===== config.mk =====
export PLATFORM = sky130hd
export DESIGN_NAME = online_max_sum_exp_unit
export DESIGN_NICKNAME = d
export VERILOG_FILES = /design/src/design/omse_pkg.sv /design/src/design/online_max_sum_exp_unit.sv
export SDC_FILE = /design/constraint.sdc
export NUM_CORES = 1
export LEC_CHECK = 0
export BUFFER_PORTS_ARGS = -buffer_cell sky130_fd_sc_hd__buf_2
export CAP_MARGIN = 10
export CORE_MARGIN = 5
export CORE_UTILIZATION = 30
export CTS_CLUSTER_DIAMETER = 50
export DETAILED_ROUTE_END_ITERATION = 8
export PLACE_DENSITY = 0.44
export SKIP_LAST_GASP = 1
export SYNTH_ARGS = -nofsm -noshare
export SYNTH_HDL_FRONTEND = slang
export SYNTH_SLANG_ARGS = --single-unit

===== constraint.sdc =====
create_clock -name clk -period 14.7 [get_ports clk]
set_clock_uncertainty 0.1 [all_clocks]
set_input_delay 4.41 -clock clk [delete_from_list [all_inputs] [get_ports clk]]
set_output_delay 4.41 -clock clk [all_outputs]
set_load 0.02 [all_outputs]

===== src/design/omse_pkg.sv =====
// Shared constants, types and helper functions for the online max / exp-sum unit.
package omse_pkg;

  localparam int SUM_WIDTH = 32;
  localparam int SAMPLE_W = 16;
  localparam int OUT_SUM_W = 32;
  localparam int EXP_W = 17;
  localparam int MUL_AW = (SUM_WIDTH - 16 > 16) ? SUM_WIDTH - 16 : 16;
  localparam int MUL_BW = 17;
  localparam int MUL_PW = MUL_AW + MUL_BW;
  localparam int SUMX_W = (SUM_WIDTH > OUT_SUM_W) ? SUM_WIDTH : OUT_SUM_W;

  localparam logic [EXP_W-1:0] ONE_Q16 = 17'd65536;
  localparam logic [MUL_BW-1:0] LOG2E_Q16 = 17'd94548;
  localparam logic [8:0] EXP_SHIFT_MAX = 9'd16;

  typedef enum logic [5:0] {
    S_IDLE = 6'b000001,
    S_EXPT = 6'b000010,
    S_EXPV = 6'b000100,
    S_SCLO = 6'b001000,
    S_SCHI = 6'b010000,
    S_DONE = 6'b100000
  } omse_state_t;

  function automatic logic [EXP_W-1:0] pow2_tab(input logic [4:0] idx);
    logic [EXP_W-1:0] v;
    case (idx)
      5'd0: v = 17'd65536;
      5'd1: v = 17'd62757;
      5'd2: v = 17'd60097;
      5'd3: v = 17'd57549;
      5'd4: v = 17'd55109;
      5'd5: v = 17'd52773;
      5'd6: v = 17'd50535;
      5'd7: v = 17'd48393;
      5'd8: v = 17'd46341;
      5'd9: v = 17'd44376;
      5'd10: v = 17'd42495;
      5'd11: v = 17'd40693;
      5'd12: v = 17'd38968;
      5'd13: v = 17'd37316;
      5'd14: v = 17'd35734;
      5'd15: v = 17'd34219;
      5'd16: v = 17'd32768;
      default: v = 17'd32768;
    endcase
    return v;
  endfunction

  function automatic logic [SUM_WIDTH-1:0] sat_add(input logic [SUM_WIDTH-1:0] a,
                                                   input logic [SUM_WIDTH-1:0] b);
    logic [SUM_WIDTH:0] s;
    s = {1'b0, a} + {1'b0, b};
    return s[SUM_WIDTH] ? {SUM_WIDTH{1'b1}} : s[SUM_WIDTH-1:0];
  endfunction

  function automatic logic [OUT_SUM_W-1:0] sum_to_out(input logic [SUM_WIDTH-1:0] s);
    logic [SUMX_W-1:0] ext;
    ext = SUMX_W'(s);
    return (ext > SUMX_W'({OUT_SUM_W{1'b1}})) ? {OUT_SUM_W{1'b1}} : ext[OUT_SUM_W-1:0];
  endfunction

endpackage


===== src/design/online_max_sum_exp_unit.sv =====
// Online softmax normalizer: running row maximum and saturating sum of exp(x - max).
//
// Usage: samples (signed Q8.8) enter on in_sample with in_last marking the final
// sample of a row. One result per row leaves on out_row_max (signed Q8.8) and
// out_exp_sum (unsigned Q16.16, saturated to 32 bits).
// Both channels use valid/ready; a request moves when valid and ready are high.
// Samples are taken one at a time: in_ready is high only in the idle step, so a
// new sample waits until the previous one is through. The first sample of a row
// goes straight to the final step; a sample not above the running maximum passes
// through the exponential steps; a new maximum also takes the sum rescale steps.
// The shared multiplier serves the exponential and the sum rescale in turn.
// The result sits in an output register; the unit takes further samples while
// it waits. If a row finishes while the previous result is still stalled, the
// unit holds in its final step until the receiver takes that result.
// Reset (rst_n low, synchronous) clears the running state and closes the row,
// so the next sample starts a new row; no result is pending after reset.
module online_max_sum_exp_unit
  import omse_pkg::*;
(
  input  logic                        clk,
  input  logic                        rst_n,
  input  logic                        in_valid,
  output logic                        in_ready,
  input  logic signed [SAMPLE_W-1:0]  in_sample,
  input  logic                        in_last,
  output logic                        out_valid,
  input  logic                        out_ready,
  output logic signed [SAMPLE_W-1:0]  out_row_max,
  output logic [OUT_SUM_W-1:0]        out_exp_sum
);

  omse_state_t state_r, state_nxt;
  logic signed [SAMPLE_W-1:0] max_r, max_nxt;
  logic [SUM_WIDTH-1:0] sum_r, sum_nxt;
  logic row_open_r, row_open_nxt;
  logic signed [SAMPLE_W-1:0] x_r, x_nxt;
  logic last_r, last_nxt;
  logic [SAMPLE_W-1:0] mag_r, mag_nxt;
  logic ge_r, ge_nxt;
  logic [8:0] tn_r, tn_nxt;
  logic [3:0] ti_r, ti_nxt;
  logic [11:0] tr_r, tr_nxt;
  logic [EXP_W-1:0] e_r, e_nxt;
  logic [EXP_W-1:0] acc_r, acc_nxt;
  logic out_valid_r, out_valid_nxt;
  logic signed [SAMPLE_W-1:0] out_max_r, out_max_nxt;
  logic [OUT_SUM_W-1:0] out_sum_r, out_sum_nxt;

  logic [MUL_AW-1:0] mul_a;
  logic [MUL_BW-1:0] mul_b;
  logic [MUL_PW-1:0] mul_p;
  logic [SAMPLE_W:0] diff;
  logic [SAMPLE_W:0] diff_abs;
  logic [EXP_W-1:0] tab_hi;
  logic [EXP_W-1:0] tab_lo;
  logic [11:0] tab_step;
  logic [EXP_W-1:0] interp;
  logic [EXP_W-1:0] e_val;
  logic [SUM_WIDTH-1:0] scaled;

  assign diff = {max_r[SAMPLE_W-1], max_r} - {in_sample[SAMPLE_W-1], in_sample};
  assign diff_abs = diff[SAMPLE_W] ? (~diff + 1'b1) : diff;

  assign tab_hi = pow2_tab({1'b0, ti_r});
  assign tab_lo = pow2_tab(5'({1'b0, ti_r}) + 5'd1);
  assign tab_step = 12'(tab_hi - tab_lo);

  // shared multiplier operand select
  always_comb begin
    mul_a = '0;
    mul_b = '0;
    case (state_r)
      S_EXPT: begin
        mul_a = MUL_AW'(mag_r);
        mul_b = LOG2E_Q16;
      end
      S_EXPV: begin
        mul_a = MUL_AW'(tab_step);
        mul_b = MUL_BW'(tr_r);
      end
      S_SCLO: begin
        mul_a = MUL_AW'(sum_r[15:0]);
        mul_b = e_r;
      end
      S_SCHI: begin
        mul_a = MUL_AW'(sum_r[SUM_WIDTH-1:16]);
        mul_b = e_r;
      end
      default: begin
        mul_a = '0;
        mul_b = '0;
      end
    endcase
  end

  assign mul_p = MUL_PW'(mul_a) * MUL_PW'(mul_b);

  assign interp = tab_hi - EXP_W'(mul_p[23:12]);
  assign e_val = (tn_r > EXP_SHIFT_MAX) ? '0 : (interp >> tn_r[4:0]);
  assign scaled = mul_p[SUM_WIDTH-1:0] + SUM_WIDTH'(acc_r);

  always_comb begin
    state_nxt = state_r;
    max_nxt = max_r;
    sum_nxt = sum_r;
    row_open_nxt = row_open_r;
    x_nxt = x_r;
    last_nxt = last_r;
    mag_nxt = mag_r;
    ge_nxt = ge_r;
    tn_nxt = tn_r;
    ti_nxt = ti_r;
    tr_nxt = tr_r;
    e_nxt = e_r;
    acc_nxt = acc_r;
    out_max_nxt = out_max_r;
    out_sum_nxt = out_sum_r;
    out_valid_nxt = out_valid_r;
    if (out_valid_r && out_ready) begin
      out_valid_nxt = 1'b0;
    end
    case (state_r)
      S_IDLE: begin
        if (in_valid) begin
          x_nxt = in_sample;
          last_nxt = in_last;
          if (!row_open_r) begin
            max_nxt = in_sample;
            sum_nxt = SUM_WIDTH'(ONE_Q16);
            state_nxt = S_DONE;
          end else begin
            mag_nxt = diff_abs[SAMPLE_W-1:0];
            ge_nxt = !diff[SAMPLE_W];
            state_nxt = S_EXPT;
          end
        end
      end
      S_EXPT: begin
        tn_nxt = mul_p[32:24];
        ti_nxt = mul_p[23:20];
        tr_nxt = mul_p[19:8];
        state_nxt = S_EXPV;
      end
      S_EXPV: begin
        e_nxt = e_val;
        if (ge_r) begin
          sum_nxt = sat_add(sum_r, SUM_WIDTH'(e_val));
          state_nxt = S_DONE;
        end else begin
          state_nxt = S_SCLO;
        end
      end
      S_SCLO: begin
        acc_nxt = mul_p[32:16];
        state_nxt = S_SCHI;
      end
      S_SCHI: begin
        sum_nxt = sat_add(scaled, SUM_WIDTH'(ONE_Q16));
        max_nxt = x_r;
        state_nxt = S_DONE;
      end
      S_DONE: begin
        if (last_r) begin
          // hold until the previous result is taken
          if (!out_valid_r || out_ready) begin
            out_max_nxt = max_r;
            out_sum_nxt = sum_to_out(sum_r);
            out_valid_nxt = 1'b1;
            row_open_nxt = 1'b0;
            state_nxt = S_IDLE;
          end
        end else begin
          row_open_nxt = 1'b1;
          state_nxt = S_IDLE;
        end
      end
      default: begin
        state_nxt = S_IDLE;
      end
    endcase
  end

  always_ff @(posedge clk) begin
    if (!rst_n) begin
      state_r <= S_IDLE;
      max_r <= '0;
      sum_r <= '0;
      row_open_r <= 1'b0;
      out_valid_r <= 1'b0;
    end else begin
      state_r <= state_nxt;
      max_r <= max_nxt;
      sum_r <= sum_nxt;
      row_open_r <= row_open_nxt;
      out_valid_r <= out_valid_nxt;
    end
  end

  always_ff @(posedge clk) begin
    x_r <= x_nxt;
    last_r <= last_nxt;
    mag_r <= mag_nxt;
    ge_r <= ge_nxt;
    tn_r <= tn_nxt;
    ti_r <= ti_nxt;
    tr_r <= tr_nxt;
    e_r <= e_nxt;
    acc_r <= acc_nxt;
    out_max_r <= out_max_nxt;
    out_sum_r <= out_sum_nxt;
  end

  assign in_ready = (state_r == S_IDLE);
  assign out_valid = out_valid_r;
  assign out_row_max = out_max_r;
  assign out_exp_sum = out_sum_r;

  a_sum_floor: assert property (@(posedge clk) disable iff (!rst_n)
    row_open_r |-> (sum_r >= SUM_WIDTH'(ONE_Q16)))
    else $error("running sum fell below one while a row is open");

  a_first_sample: assert property (@(posedge clk) disable iff (!rst_n)
    (in_valid && in_ready && !row_open_r) |=> (state_r == S_DONE))
    else $error("first sample of a row did not go straight to the final step");

  a_result_source: assert property (@(posedge clk) disable iff (!rst_n)
    $rose(out_valid_r) |-> $past(state_r == S_DONE && last_r))
    else $error("result raised outside the final step of a row");

  a_exp_range: assert property (@(posedge clk) disable iff (!rst_n)
    (state_r == S_SCLO || state_r == S_SCHI) |-> (e_r <= ONE_Q16))
    else $error("exponential exceeds one");

  a_state_onehot: assert property (@(posedge clk) disable iff (!rst_n)
    $onehot(state_r))
    else $error("sequencer state is not one-hot");

endmodule


==> metrics.cfg, run 1 <==
[outcome]
outcome=finished, final reports clean

[placement]
port_buffers=70
dp_slack_ps=-406
gp_congestion=0.941
hpwlAfterDp_um=71500
dpl_cell_area_um2=26700
dp_cells=3925

[cts]
cts_max_level=1
path_clk_slew_ps=60
ctsLongestPathBuffers=3
numClockSinks=214
cts_buffers=30
cts_tree=built
root_buffer=clkbuf_16
insertion_delay_ps=580

[detailed_routing]
drtPass1Iterations=6
wl_per_cell_um=22.0
drt_wl_total_um=87900
routed_via_density=5.27
detail-route-antenna-nets=0
drt_iter0_drc=1693
drcViolationCount=0
vias=21017

[yosys]
yosysUniqueCellTypes=100
synth-edff-count=141
synth_cells=2674
synth_nets=3101
async_flop_share_pct=0
syn_area_per_cell_um2=8.80
synthFlopType=edfxtp_1
synth-seq-cells=214
ys_seq_area_share_pct=24.2
synth_warnings=0
synth_area_um2=23500

[global_routing]
antenna_found_initial=3
grt_max_degree=56
overflow=0
grt_pass1_wl_um=132000
grt_pass1_vias=20820
track_usage_pct=20.1

[critical_path]
start_kind=flop
end_kind=flop
critPathArrivalTime_ps=14510
critPathMaxStageDelay_ps=550
critPathSlowestCell=fa_1
startpoint=ti_r[0]
path_max_fanout=6
timing.rr.start=ti_r[0]
worst_ep_required_time_ps=15040
path_class=reg -> reg
cp_common_cell=a21oi_1

[floorplanning]
core-area_um2=77600
rows=102
dieArea_um2=84100
die_y_um=290
io_pins=71
die_x_um=290
initial_utilization_pct=30.3

[cells_and_area]
area_growth_syn_to_layout_pct=19.1
fill_cells=8136
mostFrequentLayoutCell=inv_1
layout_common_cells=334 x inv_1, 318 x nand2_1, 264 x buf_4
fin_cells=3990
drive_above_1_share_pct=16.6
fin_nets=3352
final_area_um2=28000

[hold_path]
min-delay-start=max_r[2]
hold_class=reg -> reg

[pwr]
p_per_area_nw_per_um2=58.8
p_leak_nw=12.0
peakVddDrop_uv=90.1

[timing]
slew_headroom_pct=30.9
hold_viol=0
holdWs_ps=369
tns_ps=0
slew_violations=0
layout_min_cycle_time_ps=14170
worstMarginPinSlew_ps=1040
fin_crit_sh_pct=96.4
finalSetupViolations=0
fmax_ghz=0.0706
finalWorstSetupSlack_ps=532

[run]
maxCapViolations=0

## through the flow
step,utilization (%),power (mW)
6_report,36.1,1.65
5_1_grt,36.1,1.73
4_1_cts,35.7,1.67
3_5_place_dp,34.4,0.961
3_3_place_gp,34.4,0.960
2_1_floorplan,-,0.880
## critical path: cells and delay by family, from the launching register on
kind | cells | cell delay (ps)
adder cells (fa/ha/maj) | 11 | 4490
AO/OA/AOI/OAI | 30 | 5240
multiplexers | 3 | 1060
buffers and inverters | 12 | 1520
AND/OR/NAND/NOR | 5 | 1120
flip-flops | 1 | 420
## final timing paths
path	depth (start not counted)	to	slack, ps
max reg2reg	61	sum_r[30]	530
min reg2reg	0	out_row_max[2]	370
max	61	sum_r[30]	530
min	0	out_row_max[2]	370
## what timing repair did
item / in CTS / in global routing
gates resized for setup: 15 / 65
endpoints found under the setup margin: 32 / 32
hold buffers: 0 / 0
buffers inserted: 1 / 7
pin swaps: 2 / 14
## flip-flops by register name (all words and copies together), names as in the netlist, 12 cells and up
register     cells
out_row_max     16
tr_r            12
e_r             17
mag_r           16
out_exp_sum     32
sum_r           32
x_r             16
tab_hi          17
acc_r           17
max_r           16
## report_power, final
part           switching, mW  leakage [nW]  internal (mW)
sequential            0.0366          1.87          0.682
clock                  0.295         0.456          0.401
combinational          0.137          9.64         0.0966
## synth_stat cells (22+ instances only)
master | instances | area share (%)
a21o_1 | 25 | 0.80
a21oi_1 | 152 | 3.2
a31oi_1 | 35 | 0.93
and2_1 | 29 | 0.77
and3_1 | 23 | 0.61
clkbuf_1 | 96 | 1.5
dfxtp_1 | 73 | 6.2
edfxtp_1 | 141 | 18
fa_1 | 213 | 18
ha_1 | 193 | 10
inv_1 | 337 | 5.4
mux2i_1 | 23 | 0.98
nand2_1 | 319 | 5.1
nand2b_1 | 23 | 0.61
nand3_1 | 46 | 0.98
nor2_1 | 190 | 3.0
nor3_1 | 40 | 0.85
o211ai_1 | 27 | 0.86
o21ai_0 | 153 | 3.3
o21ai_1 | 31 | 0.66
xnor2_1 | 95 | 3.5
xor2_1 | 22 | 0.82
## cell families after synthesis
kind of cell | share of synthesized area, %
DFF | 24.2
xor gates and xnor gates | 4.42
AOI/OAI and AO/OA | 18.2
buffers and inverters | 7.57
and+or+nand+nor | 15.7
muxes | 1.50
adders and majority gates | 28.5
## metal layers
layer	routed length (µm)	GRT usage [%]	up-vias	share of wire (%)
met5	0	0	-	0
met4	2370	4.80	0	2.7
met3	5550	2.55	93	6.3
met2	40100	32.7	677	46
met1	39800	28.5	10493	45
li1	-	-	9754	-
## final cells by class
type / count / area [µm²] / area share, %
inverters: 344 / 1300 / 4.63
diodes: 1 / 2.50 / 0.00893
repair buffers: 337 / 2380 / 8.50
multi-input cells: 1998 / 16400 / 58.5
flip-flops and latches: 214 / 5700 / 20.3
well taps: 1040 / 1300 / 4.64
clock buffers: 41 / 833 / 2.97
clock inverters: 15 / 113 / 0.402
Power figures use the tool's default switching activity.
==> run 2, diff against run 1 <==
GPL_TIMING_DRIVEN = 0   (was unset)
==> run 2 against run 1 <==
Against the previous run: maximum frequency is 0.25% lower; the run now ends with max-slew violations left; non-clock buffer count fell by 44; clock power down 4.2%; largest power group unchanged; worst hold slack improved by 2.0 ps; largest cell class unchanged; global-route usage up 0.41 points.
==> metrics.cfg, run 2 (synthesis results as in run 1) <==
[cts]
cts_tree=built
cts_max_level=1  ; unchanged
ctsLongestPathBuffers=3  ; unchanged
insertion_delay_ps=560  ; -20 ps
cts-hold-fix-buffers=0  ; unchanged
numClockSinks=214  ; unchanged
root_buffer=clkbuf_16
cts_buffers=27  ; -10%
path_clk_slew_ps=60  ; about the same

[floorplanning]
rows=102  ; unchanged
die_x_um=290  ; unchanged
dieArea_um2=84100  ; unchanged
die_y_um=290  ; unchanged
io_pins=71  ; unchanged
initial_utilization_pct=30.3  ; unchanged
core-area_um2=77600  ; unchanged

[global_routing]
antenna_found_initial=2  ; -1
grt_pass1_wl_um=134000  ; +1.7%
grt_pass1_vias=20853  ; +0.16%
track_usage_pct=20.5  ; +0.41 points
overflow=0  ; unchanged
grt_max_degree=31  ; -45%

[placement]
gp_congestion=0.912  ; -3.1%
hpwlAfterDp_um=71200  ; -0.44%
dp_cells=3792  ; -3.4%
port_buffers=70  ; unchanged

[critical_path]
critPathSlowestCell=fa_1
worst_ep_required_time_ps=15090  ; +50 ps
startpoint=ti_r[1]
rr_endpoint=sum_r[16]
end_kind=flop
path_class=reg -> reg
reg2reg_setup_slack_ps=500  ; -40 ps
path_max_fanout=9  ; +3
timing.rr.start=ti_r[1]
start_kind=flop
reg2reg_depth=61  ; unchanged
critPathArrivalTime_ps=14590  ; +80 ps
cp_common_cell=fa_1
crit_end=sum_r[16]
critPathMaxStageDelay_ps=560  ; about the same

[timing]
finalSetupViolations=0  ; unchanged
layout_min_cycle_time_ps=14200  ; +35.7 ps
tns_ps=0  ; unchanged
fmax_ghz=0.0704  ; -0.25%
hold_viol=0  ; unchanged
slew_headroom_pct=-3.43  ; -34 points
worstMarginPinSlew_ps=1550  ; +514 ps
fin_crit_sh_pct=96.6  ; +0.24 points
slew_violations=4  ; +4
holdWs_ps=371  ; +1.96 ps

[cells_and_area]
area_growth_syn_to_layout_pct=20.1
fill_cells=8059  ; -0.95%
final_util_pct=36.4  ; +0.31 points
mostFrequentLayoutCell=inv_1
multi_input_area_um2=17100  ; +4.5%
ff_latch_area_um2=5700  ; unchanged
fin_cells=3939  ; -1.3%
layout_common_cells=329 x inv_1, 312 x nand2_1, 210 x fa_1
n_antenna_cell=0  ; -1
fin_nets=3305  ; -1.4%
drive_above_1_share_pct=16.0  ; -0.61 points

[outcome]
outcome=finished, violations left
violations=max-slew violations

[detailed_routing]
wl_per_cell_um=22.8  ; +3.6%
drcViolationCount=0  ; unchanged
detail-route-antenna-nets=0  ; unchanged
vias=20960  ; -0.27%
drtPass1Iterations=5  ; -1
routed_via_density=5.32  ; +1.0%
drt_wl_total_um=89900  ; +2.2%
drt_iter0_drc=1650  ; -2.5%

[pwr]
peakVddDrop_uv=94.2  ; +4.5%
p_leak_nw=11.6  ; -2.7%
p_per_area_nw_per_um2=57.5  ; -2.2%
finalPower_mw=1.63  ; -1.4%

[hold_path]
hold_class=reg -> reg
whs_path_depth=0  ; unchanged

[run]
maxCapViolations=0  ; unchanged

[run 2: cell types whose count changed in the layout (fill, tap and decap cells not counted), sizes merged]
cell | previous run | this run
buf | 337 | 209
inv | 345 | 342
clkbuf | 41 | 119
diode | 1 | 0
bufinv | 0 | 1
clkdlybuf4s15 | 0 | 1
clkinv | 9 | 10
[run 2: power breakdown]
group	internal [mW]	switching, mW	total (mW)
clock	0.384	0.282	0.667
sequential	0.681	0.0446	0.726
combinational	0.0939	0.139	0.233
total	1.16	0.466	1.63
[run 2: per-layer routing]
metal | GRT usage (%) | share of wire [%] | up-vias
li1 | - | - | 9668
met1 | 28.7 | 45 | 10512
met2 | 34.3 | 47 | 666
met3 | 2.26 | 5.6 | 114
met4 | 4.44 | 2.3 | 0
met5 | 0 | 0 | -
[run 2: layout make-up]
| class | count | area share (%) |
|---|---|---|
| Multi-Input combinational cell | 1998 | 60.6 |
| Sequential cell | 214 | 20.1 |
| Inverter | 344 | 4.67 |
| Tap cell | 1040 | 4.60 |
| Timing Repair Buffer | 184 | 4.55 |
| Clock buffer | 36 | 2.69 |
| Buffer | 109 | 2.28 |
| Clock inverter | 14 | 0.420 |
[run 2: what timing repair did]
action | 4_1_cts | 5_1_grt
gates cloned | 0 | 0
endpoints found under the setup margin | 48 | 32
gates resized for setup | 144 | 177
buffers inserted | 51 | 53
pin swaps | 32 | 105
[run 2: worst min path at each step]
stage	startpoint	slack, ps	endpoint
finish	max_r[12]	370	out_row_max[12]
global route	max_r[13]	380	out_row_max[13]
CTS	max_r[13]	370	out_row_max[13]
detailed placement	max_r[7]	350	out_row_max[7]
global placement	max_r[14]	360	out_row_max[14]
floorplan	max_r[10]	330	out_row_max[10]
[run 2: worst max-delay path: cells and delay by family, from the launching register on]
family                     cells  cell delay, ps
adders and majority gates     12            4730
buffers and inverters         10            1250
muxes                          4             820
xor gates and xnor gates       2             250
and+or+nand+nor                6             920
DFF                            1             540
AOI/OAI and AO/OA             27            5490
[run 2: per-stage QoR]
stage | cell area, µm² | worst slack (ps)
after floorplan | 23500 | 649
after global placement | 25200 | -3940
after detailed placement | 25300 | -3810
after CTS | 27200 | 3.03
after global routing | 28300 | -126
final | 28300 | 496
